--- src/design/fsc_pkg.sv ---
// Package with shared constants, types and mode codes for the fp32 binary scale block.
`timescale 1ns / 1ps

package fsc_pkg;

    localparam int unsigned FracBits = 23;
    localparam int unsigned ExpBits  = 8;
    localparam int unsigned WordBits = 32;
    localparam int unsigned ScaleBits = 64;

    // Scale is saturated to this signed width; every decision is unchanged by it.
    localparam int unsigned SatBits  = 10;
    // Width of exponent arithmetic in the middle stage.
    localparam int unsigned SumBits  = 11;
    // Right-shift amounts saturate at the top of this width.
    localparam int unsigned AmtBits  = 6;
    localparam int unsigned LzBits   = 5;

    localparam logic [ExpBits-1:0] ExpMax = 8'd255;

    typedef logic [2:0] mode_t;

    localparam mode_t MODE_PASS  = 3'd0;
    localparam mode_t MODE_INF   = 3'd1;
    localparam mode_t MODE_NORM  = 3'd2;
    localparam mode_t MODE_SHL   = 3'd3;
    localparam mode_t MODE_RND   = 3'd4;
    localparam mode_t MODE_TRUNC = 3'd5;

    // Operand classes decided in the first stage.
    typedef logic [1:0] class_t;

    localparam class_t CLS_PASS = 2'd0;
    localparam class_t CLS_DEN  = 2'd1;
    localparam class_t CLS_NORM = 2'd2;

endpackage

--- src/design/fsc_in_if.sv ---
// Operand channel: valid/ready handshake with the value and scale payload.
`timescale 1ns / 1ps

interface fsc_in_if;
    logic        valid;
    logic        ready;
    logic [31:0] value_bits;
    logic signed [63:0] scale_power;

    modport source (output valid, output value_bits, output scale_power, input ready);
    modport sink   (input valid, input value_bits, input scale_power, output ready);
endinterface

--- src/design/fsc_out_if.sv ---
// Result channel: valid/ready handshake with the scaled value and flags.
`timescale 1ns / 1ps

interface fsc_out_if;
    logic        valid;
    logic        ready;
    logic [31:0] result_bits;
    logic        overflow_flag;
    logic        underflow_flag;

    modport source (output valid, output result_bits, output overflow_flag,
                    output underflow_flag, input ready);
    modport sink   (input valid, input result_bits, input overflow_flag,
                    input underflow_flag, output ready);
endinterface

--- src/design/fsc_lzc.sv ---
// Leading-zero counter over the 23-bit fraction field.
`timescale 1ns / 1ps

module fsc_lzc
    import fsc_pkg::*;
(
    input  logic [FracBits-1:0] frac,
    output logic [LzBits-1:0]   count
);

    // Priority search from the top bit; an all-zero field counts as full width.
    always_comb
    begin
        count = LzBits'(FracBits);
        for (int b = 0; b < FracBits; b++)
        begin
            if (frac[b])
            begin
                count = LzBits'(FracBits - 1 - b);
            end
        end
    end

endmodule

--- src/design/fp32_binary_scale.sv ---
// Top level of the fp32 binary scale pipeline.
`timescale 1ns / 1ps

// Multiplies an IEEE single-precision value by two to a signed 64-bit power.
// NaN, infinity and zero pass through; denormals are renormalized, shifted
// right with round-half-up or overflow to signed infinity; normals overflow to
// signed infinity (overflow flag) or underflow to a truncated denormal
// (underflow flag). The block is a three-stage pipeline: classify and saturate
// the scale, exponent arithmetic, then shift and assemble. One operation is
// accepted per cycle while results are taken; a stalled result holds its
// stage and the stages behind it fill before the operand side sees ready drop.
module fp32_binary_scale
    import fsc_pkg::*;
(
    input  logic       clk,
    input  logic       rst_n,
    fsc_in_if.sink     req,
    fsc_out_if.source  rsp
);

    // Stage load enables; each stage advances when its successor has room.
    logic ld1, ld2, ld3;
    logic v1_reg, v2_reg, v3_reg;

    assign ld3 = !v3_reg || rsp.ready;
    assign ld2 = !v2_reg || ld3;
    assign ld1 = !v1_reg || ld2;
    assign req.ready = ld1;

    always_ff @(posedge clk or negedge rst_n)
    begin
        if (!rst_n)
        begin
            v1_reg <= 1'b0;
            v2_reg <= 1'b0;
            v3_reg <= 1'b0;
        end
        else
        begin
            if (ld1) v1_reg <= req.valid;
            if (ld2) v2_reg <= v1_reg;
            if (ld3) v3_reg <= v2_reg;
        end
    end

    // ---------------- Stage 1: classify, saturate scale, count zeros ----------------
    logic [ExpBits-1:0]  exp_in;
    logic [FracBits-1:0] frac_in;
    logic [LzBits-1:0]   lz_in;
    logic signed [SatBits-1:0] sat_next;
    class_t cls_next;

    assign exp_in  = req.value_bits[WordBits-2:FracBits];
    assign frac_in = req.value_bits[FracBits-1:0];

    fsc_lzc u_lzc
    (
        .frac  (frac_in),
        .count (lz_in)
    );

    // Values outside the saturated range give the same result as its ends.
    always_comb
    begin
        if (!req.scale_power[ScaleBits-1] && (|req.scale_power[ScaleBits-2:SatBits-1]))
        begin
            sat_next = {1'b0, {(SatBits-1){1'b1}}};
        end
        else if (req.scale_power[ScaleBits-1] && !(&req.scale_power[ScaleBits-2:SatBits-1]))
        begin
            sat_next = {1'b1, {(SatBits-1){1'b0}}};
        end
        else
        begin
            sat_next = req.scale_power[SatBits-1:0];
        end
    end

    always_comb
    begin
        if (exp_in == ExpMax || req.value_bits[WordBits-2:0] == '0)
        begin
            cls_next = CLS_PASS;
        end
        else if (exp_in == '0)
        begin
            cls_next = CLS_DEN;
        end
        else
        begin
            cls_next = CLS_NORM;
        end
    end

    logic [WordBits-1:0]       val1_reg;
    logic signed [SatBits-1:0] sat1_reg;
    class_t                    cls1_reg;
    logic [LzBits-1:0]         lz1_reg;

    always_ff @(posedge clk)
    begin
        if (ld1 && req.valid)
        begin
            val1_reg <= req.value_bits;
            sat1_reg <= sat_next;
            cls1_reg <= cls_next;
            lz1_reg  <= lz_in;
        end
    end

    // ---------------- Stage 2: exponent arithmetic and shift amounts ----------------
    logic signed [SumBits-1:0] s_ext, lz_ext, e_ext, ex_up, sum_n, n_shr;
    mode_t               mode_next;
    logic [AmtBits-1:0]  amt_next;
    logic [ExpBits-1:0]  exp_next;
    logic                ovf_next, unf_next;

    assign s_ext  = SumBits'(sat1_reg);
    assign lz_ext = SumBits'({1'b0, lz1_reg});
    assign e_ext  = SumBits'({1'b0, val1_reg[WordBits-2:FracBits]});
    assign ex_up  = s_ext - lz_ext;
    assign sum_n  = e_ext + s_ext;

    always_comb
    begin
        mode_next = MODE_PASS;
        amt_next  = '0;
        exp_next  = '0;
        ovf_next  = 1'b0;
        unf_next  = 1'b0;
        n_shr     = '0;
        case (cls1_reg)
            CLS_DEN:
            begin
                if (s_ext > 0)
                begin
                    // Renormalize: short shifts stay denormal, longer ones gain exponent or overflow.
                    if (s_ext <= lz_ext)
                    begin
                        mode_next = MODE_SHL;
                        amt_next  = AmtBits'(sat1_reg[LzBits-1:0]);
                    end
                    else if (ex_up >= $signed(SumBits'(ExpMax)))
                    begin
                        mode_next = MODE_INF;
                    end
                    else
                    begin
                        mode_next = MODE_SHL;
                        amt_next  = AmtBits'(lz1_reg) + AmtBits'(1);
                        exp_next  = ex_up[ExpBits-1:0];
                    end
                end
                else
                begin
                    mode_next = MODE_RND;
                    n_shr     = -s_ext;
                end
            end
            CLS_NORM:
            begin
                if (sum_n >= $signed(SumBits'(ExpMax)))
                begin
                    mode_next = MODE_INF;
                    ovf_next  = 1'b1;
                end
                else if (sum_n <= 0)
                begin
                    mode_next = MODE_TRUNC;
                    unf_next  = 1'b1;
                    n_shr     = SumBits'(1) - sum_n;
                end
                else
                begin
                    mode_next = MODE_NORM;
                    exp_next  = sum_n[ExpBits-1:0];
                end
            end
            default:
            begin
                mode_next = MODE_PASS;
            end
        endcase
        // Right shifts saturate; anything this long already clears the fraction.
        if (mode_next == MODE_RND || mode_next == MODE_TRUNC)
        begin
            if (n_shr > SumBits'({AmtBits{1'b1}}))
            begin
                amt_next = '1;
            end
            else
            begin
                amt_next = n_shr[AmtBits-1:0];
            end
        end
    end

    logic [WordBits-1:0] val2_reg;
    mode_t               mode2_reg;
    logic [AmtBits-1:0]  amt2_reg;
    logic [ExpBits-1:0]  exp2_reg;
    logic                ovf2_reg, unf2_reg;

    always_ff @(posedge clk)
    begin
        if (ld2 && v1_reg)
        begin
            val2_reg  <= val1_reg;
            mode2_reg <= mode_next;
            amt2_reg  <= amt_next;
            exp2_reg  <= exp_next;
            ovf2_reg  <= ovf_next;
            unf2_reg  <= unf_next;
        end
    end

    // ---------------- Stage 3: fraction shift and result assembly ----------------
    logic                sgn2;
    logic [FracBits:0]   mant2;
    logic [WordBits-1:0] shl_w, shr_w, rbit_w, res_next;

    assign sgn2  = val2_reg[WordBits-1];
    assign mant2 = (mode2_reg == MODE_TRUNC) ? {1'b1, val2_reg[FracBits-1:0]}
                                             : {1'b0, val2_reg[FracBits-1:0]};
    assign shl_w = WordBits'(mant2) << amt2_reg;
    assign shr_w = WordBits'(mant2) >> amt2_reg;
    assign rbit_w = WordBits'(mant2) >> (amt2_reg - AmtBits'(1));

    always_comb
    begin
        case (mode2_reg)
            MODE_INF:   res_next = {sgn2, ExpMax, {FracBits{1'b0}}};
            MODE_NORM:  res_next = {sgn2, exp2_reg, val2_reg[FracBits-1:0]};
            MODE_SHL:   res_next = {sgn2, exp2_reg, shl_w[FracBits-1:0]};
            MODE_RND:
            begin
                // Round half up on the last bit shifted out.
                if (amt2_reg != '0 && rbit_w[0])
                begin
                    res_next = {sgn2, {ExpBits{1'b0}},
                                shr_w[FracBits-1:0] + FracBits'(1)};
                end
                else
                begin
                    res_next = {sgn2, {ExpBits{1'b0}}, shr_w[FracBits-1:0]};
                end
            end
            MODE_TRUNC: res_next = {sgn2, {ExpBits{1'b0}}, shr_w[FracBits-1:0]};
            default:    res_next = val2_reg;
        endcase
    end

    logic [WordBits-1:0] res3_reg;
    logic                ovf3_reg, unf3_reg;

    always_ff @(posedge clk)
    begin
        if (ld3 && v2_reg)
        begin
            res3_reg <= res_next;
            ovf3_reg <= ovf2_reg;
            unf3_reg <= unf2_reg;
        end
    end

    assign rsp.valid          = v3_reg;
    assign rsp.result_bits    = res3_reg;
    assign rsp.overflow_flag  = ovf3_reg;
    assign rsp.underflow_flag = unf3_reg;

endmodule
--- src/flat_wrapper.sv ---
// flat-port wrapper written by rule: the top's interface ports become plain ports
module fp32_binary_scale_flat import fsc_pkg::*;
  (clk, rst_n, req_valid, req_value_bits, req_scale_power, req_ready, rsp_valid, rsp_result_bits, rsp_overflow_flag, rsp_underflow_flag, rsp_ready);
  fsc_in_if req_i ();
  fsc_out_if rsp_i ();
  input  logic clk;
  input  logic rst_n;
  input wire logic [$bits(req_i.valid)-1:0] req_valid;
  input wire logic [$bits(req_i.value_bits)-1:0] req_value_bits;
  input wire logic [$bits(req_i.scale_power)-1:0] req_scale_power;
  output wire logic [$bits(req_i.ready)-1:0] req_ready;
  output wire logic [$bits(rsp_i.valid)-1:0] rsp_valid;
  output wire logic [$bits(rsp_i.result_bits)-1:0] rsp_result_bits;
  output wire logic [$bits(rsp_i.overflow_flag)-1:0] rsp_overflow_flag;
  output wire logic [$bits(rsp_i.underflow_flag)-1:0] rsp_underflow_flag;
  input wire logic [$bits(rsp_i.ready)-1:0] rsp_ready;
  assign req_i.valid = req_valid;
  assign req_i.value_bits = req_value_bits;
  assign req_i.scale_power = req_scale_power;
  assign req_ready = req_i.ready;
  assign rsp_valid = rsp_i.valid;
  assign rsp_result_bits = rsp_i.result_bits;
  assign rsp_overflow_flag = rsp_i.overflow_flag;
  assign rsp_underflow_flag = rsp_i.underflow_flag;
  assign rsp_i.ready = rsp_ready;
  fp32_binary_scale u_core (.clk(clk), .rst_n(rst_n), .req(req_i), .rsp(rsp_i));
endmodule
--- config.mk ---
export PLATFORM = sky130hd
export DESIGN_NAME = fp32_binary_scale_flat
export DESIGN_NICKNAME = d
export VERILOG_FILES = /design/src/design/fsc_pkg.sv /design/src/design/fsc_in_if.sv /design/src/design/fsc_out_if.sv /design/src/design/fsc_lzc.sv /design/src/design/fp32_binary_scale.sv /design/src/flat_wrapper.sv
export SDC_FILE = /design/constraint.sdc
export NUM_CORES = 1
export LEC_CHECK = 0
export BUFFER_PORTS_ARGS = -buffer_cell sky130_fd_sc_hd__clkbuf_2
export CORE_UTILIZATION = 52
export DETAILED_ROUTE_END_ITERATION = 10
export PLACE_DENSITY_LB_ADDON = 0.15
export SETUP_SLACK_MARGIN = 0.1
export SKIP_LAST_GASP = 1
export SYNTH_ARGS = -nofsm -noshare
export SYNTH_HDL_FRONTEND = slang
export SYNTH_SLANG_ARGS = --single-unit
--- constraint.sdc ---
create_clock -name clk -period 5.01 [get_ports clk]
set_clock_uncertainty 0.2 [all_clocks]
set_input_delay 0.2505 -clock clk [delete_from_list [all_inputs] [get_ports clk]]
set_output_delay 0.2505 -clock clk [all_outputs]
set_load 0.1 [all_outputs]
==> results of run 1 <==
==> area by class of cell <==
type / instances / area, um2
multi-input combinational: 906 / 6379
inverter: 34 / 127.6
timing repair buffer: 208 / 1379
sequential: 137 / 4099
fill: 1723 / 7585
clock inverter: 14 / 148.9
tap: 270 / 337.8
clock buffer: 18 / 439.2
==> power breakdown <==
group	switching, mW	total [mW]	internal [mW]
clock network	0.557	1.27	0.717
registers	0.125	1.53	1.41
logic	1.07	1.60	0.534
total	1.75	4.41	2.66
==> worst max-delay path, cell delays in order (launching register included) <==
cell and delay (ns):
edfxtp_1 0.39, buf_4 0.34, nor2_1 0.99, nand4_1 0.25, a32oi_1 0.57, nand4_1 0.26, nor4_1 0.45, nand3_1 0.16
mux2i_1 0.16, o21ai_0 0.10
==> path summary, 6_finish.rpt <==
kind                                                   endpoint  slack [ns]
setup reg to reg           u_core.rsp.result_bits[21]$_DFFE_PP_        0.85
setup / recovery           u_core.rsp.result_bits[21]$_DFFE_PP_        0.85
min in group asynchronous          u_core.rsp.valid$_DFFE_PN0P_        0.50
hold / removal                     u_core.val2_reg[3]$_DFFE_PP_        0.22
hold reg to reg                    u_core.val2_reg[3]$_DFFE_PP_        0.22
max in group asynchronous             u_core.v2_reg$_DFFE_PN0P_        3.97
==> kinds of logic (layout without fill, tap and decap cells) <==
family,count (synthesis),after routing
buffers and inverters,121,274
and+or+nand+nor,447,447
xor gates and xnor gates,33,33
AOI/OAI and AO/OA,289,289
adders and majority gates,24,24
muxes,113,113
DFF,137,137
==> timing repair <==
| action | CTS | global route |
|---|---|---|
| gates resized for setup | 0 | 0 |
| hold buffers | 47 | 0 |
| endpoints found under the hold margin | 49 | 0 |
==> placed cells by master (no fill, tap or decap), types with 8 or more instances in the layout <==
| master | n |
|---|---|
| or2_2 | 10 |
| a31oi_1 | 9 |
| dlygate4sd3_1 | 47 |
| or3_1 | 9 |
| clkbuf_2 | 135 |
| edfxtp_1 | 134 |
| nand4_1 | 31 |
| nor2_1 | 137 |
| nor4_1 | 29 |
| buf_4 | 23 |
| nand2_1 | 76 |
| a221oi_1 | 11 |
| and2_1 | 10 |
| xnor2_1 | 16 |
| mux2_2 | 34 |
| o211ai_1 | 8 |
| xor2_1 | 17 |
| o21ai_0 | 69 |
| mux2i_1 | 48 |
| o31ai_1 | 9 |
| and3_1 | 8 |
| clkbuf_16 | 17 |
| ha_1 | 22 |
| a211oi_1 | 16 |
| inv_1 | 32 |
| a22oi_1 | 23 |
| mux4_2 | 26 |
| nor2b_1 | 18 |
| nand3_1 | 32 |
| nor3_1 | 31 |
| a21oi_1 | 51 |
| o22ai_1 | 19 |
| nand2b_1 | 22 |
==> synthesized netlist by cell type, types with 31 or more instances <==
| master | instances |
|---|---|
| nor2_1 | 137 |
| edfxtp_1 | 134 |
| nand2_1 | 76 |
| o21ai_0 | 69 |
| a21oi_1 | 51 |
| clkbuf_1 | 49 |
| mux2i_1 | 48 |
| mux2_2 | 34 |
| inv_1 | 32 |
| nand3_1 | 32 |
| nand4_1 | 31 |
| nor3_1 | 31 |
==> layer usage <==
metal / part of all wire, % / track usage [%] / vias up
met5: 0 / 0 / -
met2: 44 / 49.25 / 662
met4: 3.0 / 12.84 / 0
met1: 42 / 46.43 / 4967
met3: 10 / 6.481 / 80
li1: - / - / 4768
==> qor.txt, run 1 <==
crit share post-route = 83.13%
RSZ-0062 raised after global routing = false
post-synthesis mux area share = 14.21%
RR Startpoint = u_core.amt2_reg[1]$_DFFE_PP_
Max Cap Viol = 0
Synth Flop Type = edfxtp_1
Overflow after GRT = 0
Finished Layout Cells = 1,587
Crit Path Category = flop to flop
layout cells sized above 1 = 20.96%
Worst Path Max Fanout = 56
nets@finish = 1,428
Yosys cell types = 84
P_leak = 4.829 nW
relative slew slack = 20.22%
status = finished clean
post-route design area = 0.01291 mm2
syn_area_per_cell = 9.481 um2
Worst EP arrival = 4.12 ns
hold path cells = 0
Yosys Warn Count = 0
worst hold slack = 0.2151 ns
dpl cells = 1,508
die area = 0.02181 mm2
Pre-antenna DRT Iters = 6
cell row count = 52
Routed WL per cell = 22.13 um
pre-CTS setup slack = 1.002 ns
origin of the worst setup path = u_core.amt2_reg[1]$_DFFE_PP_
Initial Util = 53.85%
syn_nets = 1,288
Final Wtd Congestion = 1.021
PwrDens = 341.4 mW/mm2
CTS clk-pin slew, worst paths = 0.07 ns
biggest area consumer among synthesized cells = edfxtp_1
Post-synth EDFFs = 134
XOR/XNOR Fraction of Synth Area = 2.619%
Synth Area in Simple Gates = 20.29%
Synth Area in Compound Gates = 17.80%
Num CTS Buffers = 17
Worst VDD drop = 0.2283 mV
fmax = 240.1 MHz
Finished Core Util = 62.99%
vias per cell = 6.602
I/O Pins = 136
CTS Root Cell = clkbuf_16
largest family of logic cells by synthesized area = simple AND/OR/NAND/NOR gates
Worst setup SP type = flop
Final Hold Fails = 0
clk buf depth = 2
total track usage = 32.73%
max-slew violation count = 0
Sink Count = 137
count of final setup violators = 0
Final min period = 4.165 ns
global-route wire length before repair = 54,290 um
die height = 147.7 um
post-synthesis adder-cell area fraction = 2.857%
Post-Syn Area = 0.01104 mm2
ranking of synthesized cells by area = edfxtp_1 (36%), mux4_2 (5.3%), nor2_1 (4.7%)
Worst Path Required = 4.96 ns
CTS tree = done
core region area = 0.02049 mm2
final WL = 35,120 um
DRC viols = 0
post-synth top area share = 36.46%
Worst Max-Slew Pin Slew = 1.192 ns
Die Wd = 147.7 um
Reg2Reg Depth = 9
Hold Path Origin = u_core.val1_reg[3]$_DFFE_PP_
Antenna Nets Post-Route = 0
n_diodes = 0
initial antenna violation count = 0
Fin Setup TNS = 0 ns
fin worst setup slack = 0.8450 ns
Clk Latency, worst-skew pair = 0.43 ns
Vias = 10.48k
Cells after Synth = 1,164
Yosys reg bits = 137
P&R area growth vs syn = 16.98%
crit end category = flop
vias in the first global route = 9,655
DR iter-0 viols = 1,440
Hold WC Path Type = flop to flop
hpwl dp = 25,240 um
Post CTS Setup Buffer Count = 0
ys async rst share = 2.190%
Seq/Total Area, Yosys = 37.14%
# H-tree levels = 4
largest net degree at the start of global routing = 57
placed inst area = 0.01185 mm2
Tot Pwr = 4.408 mW
port buffer count = 135
No activity file was read; power rests on OpenSTA's default activity.
==> run 2: changes to the inputs <==
Clock period 5.01 ns to 3.9 ns, I/O delays scaled along.
==> run 2 against run 1 <==
Against the previous run: wire length is 0.40% higher; global-route usage is 0.24 points lower; critical endpoint is now u_core.rsp.result_bits[22]$_DFFE_PP_; clock power is 26% higher; combinational power is 40% higher; final cell count is 3.8% higher; final area is 4.1% higher.
==> qor.txt, run 2 (synthesis gave the netlist of run 1 again) <==
status = finished clean (unchanged)
Clk Latency, worst-skew pair = 0.42 ns (was 0.43 ns)
Final Wtd Congestion = 1.026 (was 1.021)
most frequent cells in the layout = nor2_1 (137), clkbuf_2 (135), edfxtp_1 (134), buf_4 (84), nand2_1 (76) (was nor2_1 (137), clkbuf_2 (135), edfxtp_1 (134), nand2_1 (76), o21ai_0 (69))
# H-tree levels = 4 (unchanged)
largest net degree at the start of global routing = 50 (was 57)
fin worst setup slack = 0.1752 ns (was 0.8450 ns)
total track usage = 32.49% (was 32.73%)
core region area = 0.02049 mm2 (unchanged)
Overflow after GRT = 0 (unchanged)
reg2reg setup slack = 0.18 ns (was 0.85 ns)
max-slew violation count = 0 (unchanged)
Max Cap Viol = 0 (unchanged)
Die Wd = 147.7 um (unchanged)
CTS tree = done (unchanged)
die height = 147.7 um (unchanged)
RSZ-0062 raised after global routing = true (was false)
I/O Pins = 136 (unchanged)
Vias = 10.60k (was 10.48k)
hpwl dp = 26,350 um (was 25,240 um)
PwrDens = 427.1 mW/mm2 (was 341.4 mW/mm2)
count of final setup violators = 0 (unchanged)
Num CTS Buffers = 17 (unchanged)
most common cell after layout, fill and taps aside = nor2_1 (unchanged)
P_leak = 5.128 nW (was 4.829 nW)
fmax = 268.5 MHz (was 240.1 MHz)
Worst Max-Slew Pin Slew = 1.135 ns (was 1.192 ns)
Sink Count = 137 (unchanged)
layout cells sized above 1 = 25.98% (was 20.96%)
Worst VDD drop = 0.3455 mV (was 0.2283 mV)
Worst EP arrival = 3.73 ns (was 4.12 ns)
Pre-antenna DRT Iters = 6 (unchanged)
cell family with most CP delay = compound AO/OA/AOI/OAI gates (was simple AND/OR/NAND/NOR gates)
n_diodes = 0 (unchanged)
P&R area growth vs syn = 21.80% (was 16.98%)
port buffer count = 135 (unchanged)
Worst setup SP type = flop (unchanged)
pre-CTS setup slack = -0.01136 ns (was 1.002 ns)
Routed WL per cell = 21.40 um (was 22.13 um)
Worst Path Required = 3.91 ns (was 4.96 ns)
Initial Util = 53.85% (unchanged)
vias per cell = 6.432 (was 6.602)
die area = 0.02181 mm2 (unchanged)
Worst Path Max Fanout = 7 (was 56)
cell row count = 52 (unchanged)
clk buf depth = 2 (unchanged)
relative slew slack = 24.36% (was 20.22%)
placed inst area = 0.01229 mm2 (was 0.01185 mm2)
initial antenna violation count = 0 (unchanged)
Crit path buffers/inverters = 2 (was 1)
crit end category = flop (unchanged)
Final min period = 3.725 ns (was 4.165 ns)
Layout fillers = 1,690 (was 1,723)
Crit Path Category = flop to flop (unchanged)
final WL = 35,260 um (was 35,120 um)
post-route design area = 0.01344 mm2 (was 0.01291 mm2)
global-route wire length before repair = 54,000 um (was 54,290 um)
critical-path cell list = mux2i_2 > a311o_1 > or4_4 > o211ai_1 > ha_2 > inv_1 > a2111oi_2 > nand4_1 > a21oi_2 > buf_6 > nand3_1 > a221oi_1 (was buf_4 > nor2_1 > nand4_1 > a32oi_1 > nand4_1 > nor4_1 > nand3_1 > mux2i_1 > o21ai_0)
CTS clk-pin slew, worst paths = 0.07 ns (about the same)
vias in the first global route = 9,752 (was 9,655)
Antenna Nets Post-Route = 0 (unchanged)
crit share post-route = 95.51% (was 83.13%)
slowest CP cell = or4_4 (was nor2_1)
DR iter-0 viols = 1,224 (was 1,440)
Final Hold Fails = 0 (unchanged)
Hold WC Path Type = flop to flop (unchanged)
CTS Root Cell = clkbuf_16 (unchanged)
Largest stage delay, worst path = 0.54 ns (was 0.99 ns)
DRC viols = 0 (unchanged)
worst hold slack = 0.2141 ns (was 0.2151 ns)
nets@finish = 1,489 (was 1,428)
==> run 2: cell types whose count changed in the layout (fill, tap and decap cells not counted), sizes merged <==
| cell | previous run | this run |
|---|---|---|
| clkinv | 3 | 4 |
| buf | 26 | 87 |
| clkbuf | 153 | 152 |
==> run 2: power breakdown <==
group,switching [mW],internal (mW)
clock network,0.697,0.900
registers,0.0990,1.81
logic,1.46,0.777
total,2.26,3.49
==> run 2: area by class of cell <==
cell class,instances,area [um2],share of cell area [%]
inverters,34,127.6,0.9495
clock inverters,15,150.1,1.117
clock buffers,17,425.4,3.165
multi-input cells,906,6474,48.16
flip-flops and latches,137,4099,30.49
repair buffers,269,1828,13.60
well taps,270,337.8,2.513
==> run 2: timing repair <==
action | 4_1_cts | 5_1_grt
pin swaps | 0 | 4
setup buffers | 0 | 1
hold endpoints to repair | 50 | 0
setup endpoints to repair | 4 | 25
gates resized for setup | 3 | 23
hold buffers | 47 | 0
==> run 2: worst paths after layout <==
path	end	from	depth (start not counted)
min reg2reg	u_core.rsp.overflow_flag$_DFFE_PP_	u_core.ovf2_reg$_SDFFCE_PP0P_	0
max in group asynchronous	u_core.rsp.valid$_DFFE_PN0P_	rst_n	3
min in group asynchronous	u_core.v1_reg$_DFFE_PN0N_	rst_n	3
min	u_core.rsp.overflow_flag$_DFFE_PP_	u_core.ovf2_reg$_SDFFCE_PP0P_	0
max	u_core.rsp.result_bits[22]$_DFFE_PP_	u_core.amt2_reg[0]$_DFFE_PP_	12
max reg2reg	u_core.rsp.result_bits[22]$_DFFE_PP_	u_core.amt2_reg[0]$_DFFE_PP_	12
==> run 2: metal layers <==
| metal | track usage [%] | routed length [um] | share of wire, % |
|---|---|---|---|
| met1 | 45.03 | 15020 | 43 |
| met4 | 13.04 | 1382 | 3.9 |
| met5 | 0 | 0 | 0 |
| met2 | 50.78 | 15840 | 45 |
| met3 | 5.370 | 3019 | 8.6 |
==> run 2: stage by stage <==
stage,TNS [ns],power (mW),std cells,utilization (%)
2_1_floorplan,0,3.430,1164,-
3_5_place_dp,-0.01136,4.048,1568,59.96
3_3_place_gp,0,4.038,1568,59.96
4_1_cts,0,5.688,1647,65.12
5_1_grt,0,5.955,1648,65.59
6_report,0,5.741,1648,65.59
==> run 3: changes to the inputs <==
Settings changed: CORE_MARGIN set to 3, CORE_UTILIZATION 52 to 55.
==> run 3 against run 2 <==
Against the previous run: sequential share of layout area up 0.051 points; critical path depth up 1; count of clock-buffer cells in the layout up 1; sequential power about the same; first-iteration DRC count up 0.49%; final area down 0.17%; utilization up 2.9 points; highest routed layer is now met5; flip-flop and latch count unchanged; die area about the same.
==> qor.txt, run 3 (synthesis gave the netlist of run 1 again) <==
crit share post-route = 95.29% (was 95.51%)
DRC viols = 0 (unchanged)
fin worst setup slack = 0.1839 ns (was 0.1752 ns)
I/O Pins = 136 (unchanged)
Sink Count = 137 (unchanged)
Final min period = 3.716 ns (was 3.725 ns)
Largest stage delay, worst path = 0.47 ns (was 0.54 ns)
slowest CP cell = or4_4 (unchanged)
Die Wd = 147.7 um (about the same)
worst hold slack = 0.2203 ns (was 0.2141 ns)
Crit Path Category = flop to flop (unchanged)
Max Cap Viol = 0 (unchanged)
origin of the worst setup path = u_core.val1_reg[23]$_DFFE_PP_ (was u_core.amt2_reg[0]$_DFFE_PP_)
layout cells sized above 1 = 25.18% (was 25.98%)
final WL = 36,110 um (was 35,260 um)
CTS clk-pin slew, worst paths = 0.06 ns (was 0.07 ns)
Overflow after GRT = 0 (unchanged)
P_leak = 5.122 nW (was 5.128 nW)
Worst VDD drop = 0.3036 mV (was 0.3455 mV)
Antenna Nets Post-Route = 0 (unchanged)
Initial Util = 56.33% (was 53.85%)
crit end category = flop (unchanged)
status = finished clean (unchanged)
P&R area growth vs syn = 21.60% (was 21.80%)
most frequent cells in the layout = nor2_1 (137), clkbuf_2 (135), edfxtp_1 (134), nand2_1 (76), buf_4 (75) (was nor2_1 (137), clkbuf_2 (135), edfxtp_1 (134), buf_4 (84), nand2_1 (76))
Worst setup SP type = flop (unchanged)
n_diodes = 0 (unchanged)
vias per cell = 6.515 (was 6.432)
most common cell after layout, fill and taps aside = nor2_1 (unchanged)
Hold WC Path Type = flop to flop (unchanged)
total track usage = 32.81% (was 32.49%)
clk buf depth = 2 (unchanged)
Vias = 10.65k (was 10.60k)
Worst Path Max Fanout = 5 (was 7)
DR iter-0 viols = 1,230 (was 1,224)
critical-path cell list = ha_4 > inv_1 > fa_1 > nand2b_4 > and2_1 > inv_1 > nand2_1 > or4_4 > or3_1 > a31oi_1 > o31ai_1 > a221o_1 > a22o_1 (was mux2i_2 > a311o_1 > or4_4 > o211ai_1 > ha_2 > inv_1 > a2111oi_2 > nand4_1 > a21oi_2 > buf_6 > nand3_1 > a221oi_1)
Fin Setup TNS = 0 ns (unchanged)
pre-CTS setup slack = 0.01595 ns (was -0.01136 ns)
Worst Max-Slew Pin Slew = 1.148 ns (was 1.135 ns)
Pre-antenna DRT Iters = 8 (was 6)
most frequent CP cell = inv_1
global-route wire length before repair = 56,080 um (was 54,000 um)
hpwl dp = 26,440 um (was 26,350 um)
port buffer count = 135 (unchanged)
vias in the first global route = 10.05k (was 9,752)
cell row count = 51 (was 52)
max-slew violation count = 0 (unchanged)
count of final setup violators = 0 (unchanged)
fmax = 269.1 MHz (was 268.5 MHz)
RSZ-0062 raised after global routing = false (was true)
PwrDens = 436.1 mW/mm2 (was 427.1 mW/mm2)
Clk Latency, worst-skew pair = 0.42 ns (about the same)
nets@finish = 1,481 (was 1,489)
initial antenna violation count = 1 (was 0)
# H-tree levels = 4 (unchanged)
RR Startpoint = u_core.val1_reg[23]$_DFFE_PP_ (was u_core.amt2_reg[0]$_DFFE_PP_)
Routed WL per cell = 22.09 um (was 21.40 um)
Final Wtd Congestion = 1.025 (was 1.026)
Worst Path Required = 3.88 ns (was 3.91 ns)
Hold Path Origin = u_core.val1_reg[17]$_DFFE_PP_ (was u_core.ovf2_reg$_SDFFCE_PP0P_)
largest net degree at the start of global routing = 57 (was 50)
Final Hold Fails = 0 (unchanged)
Worst EP arrival = 3.69 ns (was 3.73 ns)
core region area = 0.01959 mm2 (was 0.02049 mm2)
relative slew slack = 23.46% (was 24.36%)
CTS tree = done (unchanged)
die height = 147.7 um (about the same)
die area = 0.02180 mm2 (was 0.02181 mm2)
CTS Root Cell = clkbuf_16 (unchanged)
Num CTS Buffers = 17 (unchanged)
[run 3: changes by cell type in the layout (fill, tap and decap cells not counted), sizes merged]
cell,delta
bufinv,+2
buf,-8
clkinvlp,-1
clkbuf,+1
inv,-2
[run 3: worst paths after layout]
check / cells after the start / endpoint / slack (ns)
worst min register to register: 0 / u_core.val2_reg[17]$_DFFE_PP_ / 0.22
worst max-delay path: 13 / u_core.amt2_reg[5]$_DFFE_PP_ / 0.18
worst max register to register: 13 / u_core.amt2_reg[5]$_DFFE_PP_ / 0.18
min in group asynchronous: 3 / u_core.v1_reg$_DFFE_PN0N_ / 0.45
worst min-delay path: 0 / u_core.val2_reg[17]$_DFFE_PP_ / 0.22
max in group asynchronous: 3 / u_core.rsp.valid$_DFFE_PN0P_ / 2.91
[run 3: metrics by stage]
stage / instance area [um2] / std cells / power (mW) / util (%)
2_1_floorplan: 11040 / 1164 / 3.430 / -
3_3_place_gp: 12230 / 1553 / 4.035 / 62.44
3_5_place_dp: 12230 / 1553 / 4.035 / 62.44
4_1_cts: 13330 / 1633 / 5.790 / 68.06
5_1_grt: 13420 / 1635 / 6.073 / 68.50
6_report: 13420 / 1635 / 5.852 / 68.50
[run 3: area by class of cell]
type	count	area (um2)
inverter	34	127.6
clock buffer	18	429.2
multi-input combinational	906	6455
tap	265	331.6
fill	1535	6171
sequential	137	4099
timing repair buffer	261	1789
clock inverter	14	187.7
[run 3: what timing repair did]
action / 4_1_cts / 5_1_grt
pin swaps: 0 / 2
setup endpoints to repair: 6 / 34
hold buffers: 47 / 0
gates resized for setup: 2 / 18
hold endpoints to repair: 50 / 0
setup buffers: 1 / 2
[run 3: power breakdown]
part / switching (mW) / internal, mW / total (mW) / leakage (nW)
Combinational: 1.44 / 0.767 / 2.21 / 3.48
Sequential: 0.116 / 1.81 / 1.92 / 1.34
Clock: 0.693 / 1.03 / 1.72 / 0.298
[run 3: layer usage]
metal	vias up	wire length (um)	global-route usage [%]
met5	-	13	0
met4	2	1216	11.00
met2	714	15770	49.53
met3	112	3763	6.193
met1	4946	15350	47.94
li1	4878	-	-
[run 3: critical path: cells and delay by family (launching register included)]
kind                       cells  cell delay (ns)
buffers and inverters          2             0.17
and+or+nand+nor                5             1.27
AOI/OAI and AO/OA              4             0.83
DFF                            1             0.45
adders and majority gates      2             0.57
